$ cat src/design/stem_pkg.sv
// ----------------------------------------------------------------------------
// stem_pkg
// Shared types and constants of the spanning tree edge merger.
// ----------------------------------------------------------------------------
package stem_pkg;

    localparam int DEF_MAX_VERTICES = 1024;
    localparam int DEF_WEIGHT_BITS  = 20;

    localparam int VERTEX_W = 10;
    localparam int WEIGHT_W = 20;
    localparam int COUNT_W  = 11;
    localparam int TOTAL_W  = 30;
    localparam int RANK_W   = 4;
    localparam int LIMIT_W  = 17;
    localparam int ADDR_W   = 3;

    localparam logic [RANK_W-1:0]  RANK_MAX       = 4'd15;
    localparam logic [COUNT_W-1:0] VC_RESET_VALUE = 11'd1024;
    localparam logic               REG_VERTEX_COUNT = 1'b0;

    typedef enum logic [3:0] {
        ST_CLEAR,
        ST_IDLE,
        ST_FIND_A,
        ST_COMP_A,
        ST_FIND_B,
        ST_COMP_B,
        ST_UNION,
        ST_RANK,
        ST_EMIT
    } ctrl_state_t;

    typedef enum logic [2:0] {
        OP_IDLE,
        OP_CLEAR,
        OP_FIND,
        OP_COMP,
        OP_UNION,
        OP_RANK,
        OP_EMIT,
        OP_NONE
    } dp_op_t;

    typedef struct packed {
        dp_op_t op;
        logic   side_b;
        logic   accept;
    } cmd_t;

    typedef struct packed {
        logic hit;
        logic at_origin;
        logic comp_end;
        logic same_root;
        logic rank_up;
        logic bad;
        logic last;
        logic out_full;
        logic clr_last;
    } status_t;

endpackage

$ cat src/design/stem_ctrl.sv
// ----------------------------------------------------------------------------
// stem_ctrl
// Controller: sequences root walks, compression, union, result and clearing.
// ----------------------------------------------------------------------------
module stem_ctrl (
    input  logic              aclk,
    input  logic              aresetn,
    input  logic              s_tvalid,
    output logic              s_tready,
    input  stem_pkg::status_t st,
    output stem_pkg::cmd_t    cmd
);
    import stem_pkg::*;

    ctrl_state_t state_reg, state_next;

    always_comb begin
        state_next = state_reg;
        unique case (state_reg)
            ST_CLEAR:  if (st.clr_last) state_next = ST_IDLE;
            ST_IDLE:   if (s_tvalid) state_next = ST_FIND_A;
            ST_FIND_A: begin
                if (st.bad) begin
                    state_next = ST_EMIT;
                end else if (st.hit) begin
                    state_next = st.at_origin ? ST_FIND_B : ST_COMP_A;
                end
            end
            ST_COMP_A: if (st.comp_end) state_next = ST_FIND_B;
            ST_FIND_B: begin
                if (st.hit) begin
                    state_next = st.at_origin ? ST_UNION : ST_COMP_B;
                end
            end
            ST_COMP_B: if (st.comp_end) state_next = ST_UNION;
            ST_UNION: begin
                state_next = (!st.same_root && st.rank_up) ? ST_RANK : ST_EMIT;
            end
            ST_RANK:   state_next = ST_EMIT;
            ST_EMIT: begin
                if (!st.out_full) begin
                    state_next = st.last ? ST_CLEAR : ST_IDLE;
                end
            end
            default:   state_next = ST_CLEAR;
        endcase
    end

    always_comb begin
        cmd.op     = OP_NONE;
        cmd.side_b = 1'b0;
        cmd.accept = 1'b0;
        s_tready   = 1'b0;
        unique case (state_reg)
            ST_CLEAR:  cmd.op = OP_CLEAR;
            ST_IDLE: begin
                cmd.op     = OP_IDLE;
                s_tready   = 1'b1;
                cmd.accept = s_tvalid;
            end
            ST_FIND_A: cmd.op = st.bad ? OP_NONE : OP_FIND;
            ST_COMP_A: cmd.op = OP_COMP;
            ST_FIND_B: begin
                cmd.op     = OP_FIND;
                cmd.side_b = 1'b1;
            end
            ST_COMP_B: begin
                cmd.op     = OP_COMP;
                cmd.side_b = 1'b1;
            end
            ST_UNION:  cmd.op = OP_UNION;
            ST_RANK:   cmd.op = OP_RANK;
            ST_EMIT:   cmd.op = OP_EMIT;
            default:   cmd.op = OP_NONE;
        endcase
    end

    always_ff @(posedge aclk) begin
        if (!aresetn) begin
            state_reg <= ST_CLEAR;
        end else begin
            state_reg <= state_next;
        end
    end

`ifndef SYNTHESIS
    // The forest is swept after the result of the last edge is placed in the output register.
    a_last_clears: assert property (@(posedge aclk) disable iff (!aresetn)
        (state_reg == ST_EMIT && !st.out_full && st.last) |=> (state_reg == ST_CLEAR))
        else $error("last edge did not start a clearing sweep");
    // No edge is taken in while the forest is being cleared.
    a_no_accept_clear: assert property (@(posedge aclk) disable iff (!aresetn)
        (state_reg == ST_CLEAR) |-> !cmd.accept)
        else $error("edge accepted during clearing sweep");
    // A rank raise only follows a union.
    a_rank_after_union: assert property (@(posedge aclk) disable iff (!aresetn)
        (state_reg == ST_RANK) |-> ($past(state_reg) == ST_UNION))
        else $error("rank raise outside a union");
`endif
endmodule
$ cat config.mk
export PLATFORM = sky130hd
export DESIGN_NAME = stem_ctrl
export DESIGN_NICKNAME = d
export VERILOG_FILES = /design/src/design/stem_pkg.sv /design/src/design/stem_ctrl.sv
export SDC_FILE = /design/constraint.sdc
export NUM_CORES = 1
export LEC_CHECK = 0
export BUFFER_PORTS_ARGS = -buffer_cell sky130_fd_sc_hd__buf_2
export CORE_UTILIZATION = 25
export DETAILED_ROUTE_END_ITERATION = 10
export GPL_ROUTABILITY_DRIVEN = 0
export HOLD_SLACK_MARGIN = 0.15
export SETUP_SLACK_MARGIN = 0.15
export SYNTH_ARGS = -nofsm -noshare
export SYNTH_HDL_FRONTEND = slang
export SYNTH_SLANG_ARGS = --single-unit
$ cat constraint.sdc
create_clock -name aclk -period 1.4 [get_ports aclk]
set_input_delay 0.14 -clock aclk [delete_from_list [all_inputs] [get_ports aclk]]
set_output_delay 0.14 -clock aclk [all_outputs]
set_load 0.02 [all_outputs]
==> results.md <==
- Pin count of the biggest net entering global routing: 12
- Startpoint of the worst register-to-register path: state_reg[1]
- Final HPWL DP: 958.7 um
- Fraction of registers with async set or reset after synthesis: 0%
- Transition at the pin with the smallest max-transition slack: 0.3203 ns
- Post-Route Skew: 0.006792 ns
- TritonCTS clock tree: yes
- Iteration-0 DRC count of the detailed router: 20
- Commonest register cell after synthesis: dfxtp_1
- Maximum operating frequency: 715.3 MHz
- Number of enable flip-flop cells after synthesis: 0
- Count of distinct cell types in the synthesized netlist: 29
- Drt via density: 5.053
- Final wirelength: 1.543 mm
- Clock sink count: 4
- Worst setup path startpoint: state_reg[2]
- Number of diodes: 0
- Maximum fanout count along the critical path: 7
- Unrepaired setup endpoints after global routing: yes
- Netlist area before placement: 461.7 um2
- DRC violations left: 0
- Post-Syn Instances: 61
- Post-synthesis sequential area ratio: 17.34%
- Most common cell in the netlist: nor2b_1
- Initial antenna violation count: 0
- Crit path capture type: output port
- Largest buffer count on any clock path: 2
- Initial Utilization: 26.74%
- Number of clock buffers inserted by TritonCTS: 3
- Number of storage elements in the synthesis netlist: 4
- Number of fill cells in the layout: 173
- Vias: 576
- Number of detailed-route iterations in the first pass: 4
- Leakage dissipation: 0.3504 nW
- Fraction of layout instances using a drive strength above 1: 55.06%
- Worst-path clk slew: 0.04 ns
- Final setup fails: 0
- Count of final max-slew check failures: 0
- Core Box Area: 1727 um2
- Min cycle time layout: 1.398 ns
- Critical Path RT: 1.26 ns
- CTS Root Buffer Type: clkbuf_4
- Final Util: 45.80%
- Average footprint of a synthesized cell: 7.569 um2
- Worst setup SP type: register
- Worst skew pair latency: 0.24 ns
- Min-Delay Startpoint: aresetn
- Leftover overflow at the end of global routing: 0
- Cell taking the most area after synthesis: dfxtp_1
- Most numerous cell types in the synthesized netlist: 6 x nor2b_1, 5 x nand2_1, 5 x nor3_1
- Number of buffers inserted by port buffering: 17
- Final Power: 1.371 mW
- Vias in the first global route: 505
- Hold/Removal Path Class: in2reg
- Number of nets with antenna violations after detailed routing: 0
- Total die area: 2023 um2
- Die outline height: 44.98 um
- GRT Overall Usage: 15.51%
- Routed wirelength normalized by instance count: 13.54 um
- Top cells by area in the synthesized netlist: dfxtp_1 17%, mux2i_1 8.7%, nor2b_1 8.1%
- Total power density per cell area: 1734 nW/um2
- Peak supply drop: 0.4752 mV
- Horizontal die dimension: 44.98 um
- Share of the synthesized area in the top cell type: 17.34%
- Classification of the worst setup path: reg2out
- Max-cap violations: 0
- Nets: 103
- Max reg flops: 4
- Final period util: 99.86%
- Outcome: completed
- Worst rel slew slack: 78.36%
- Final hold violation count: 0
- Area added between synthesis and finish: 71.27%
- Count of pins on the block boundary: 18
- Net count after synthesis: 73
- WP data arrival: 1.26 ns
- H-tree levels: 1
- Number of warnings printed during yosys synthesis: 0
- Wire length of the first global-routing pass: 2.256 mm
- Number of rows in the core area: 15
-- placed cells by master, fill, tap and decap left out, types with 3 or more instances in the layout --
cell type	count
nand2_1	4
dfxtp_4	4
mux2i_1	4
nor3_1	4
nor2b_1	4
clkbuf_4	3
buf_2	11
buf_6	8
buf_4	11
nor2_1	4
-- worst max-delay path, cell delays in order (launching register included) --
cell and delay [ns]:
dfxtp_4 0.36, buf_6 0.14, nor3_4 0.19, and3_4 0.21, buf_6 0.11
-- kinds of logic (layout without fill, tap and decap cells) --
| logic type | count (synthesis) | after routing | synth area share (%) |
|---|---|---|---|
| XOR/XNOR | 1 | 1 | 1.897 |
| AND/OR/NAND/NOR | 33 | 33 | 44.17 |
| AO/OA/AOI/OAI | 13 | 13 | 20.05 |
| buffers and inverters | 6 | 34 | 7.858 |
| multiplexers | 4 | 4 | 8.672 |
| flip-flops | 4 | 4 | 17.34 |
-- timing repair --
action | 4_1_cts | 5_1_grt
pin swaps | 3 | 3
buffers inserted | 6 | 1
setup endpoints to repair | 9 | 9
resized for setup | 22 | 15
hold buffers | 0 | 0
-- path summary, 6_finish.rpt --
path,slack [ns],cells after the start,to
max,0.002,4,cmd[0]
min,0.20,2,state_reg[3]
max reg2reg,0.08,5,state_reg[0]
min reg2reg,0.65,3,state_reg[2]
-- per-stage QoR --
stage               instance area (um2)  worst slack [ns]  instances  setup TNS (ns)  hold WS (ns)
floorplan                         461.7            0.1692         61               0        0.2577
global placement                  590.6           0.05536        104               0        0.4388
detailed placement                590.6           0.02800        104               0        0.4463
CTS                               720.7           0.03376        113               0        0.1957
global route                      790.8          -0.02339        114        -0.02753        0.1989
finish                            790.8          0.002022        114               0        0.2042
-- final cells by class --
| class | instances | area, um2 | share of cell area (%) |
|---|---|---|---|
| Inverter | 1 | 3.754 | 0.4747 |
| Clock buffer | 3 | 22.52 | 2.848 |
| Multi-Input combinational cell | 51 | 410.4 | 51.90 |
| Sequential cell | 4 | 95.09 | 12.03 |
| Tap cell | 25 | 31.28 | 3.956 |
| Timing Repair Buffer | 30 | 227.7 | 28.80 |
-- where the power goes --
group	switching (mW)	leakage (nW)	internal (mW)
Combinational	0.428	0.301	0.556
Clock	0.0482	0.0138	0.0960
Sequential	0.0820	0.0356	0.161
Total	0.558	0.350	0.813
-- metal layers --
| metal | wire [um] | track usage [%] | part of all wire, % |
|---|---|---|---|
| met1 | 645 | 19.46 | 42 |
| met2 | 783 | 26.38 | 51 |
| met3 | 78 | 1.600 | 5.1 |
| met4 | 36 | 7.273 | 2.3 |
| met5 | 0 | 0 | 0 |
(Power assumes the default switching activity.)
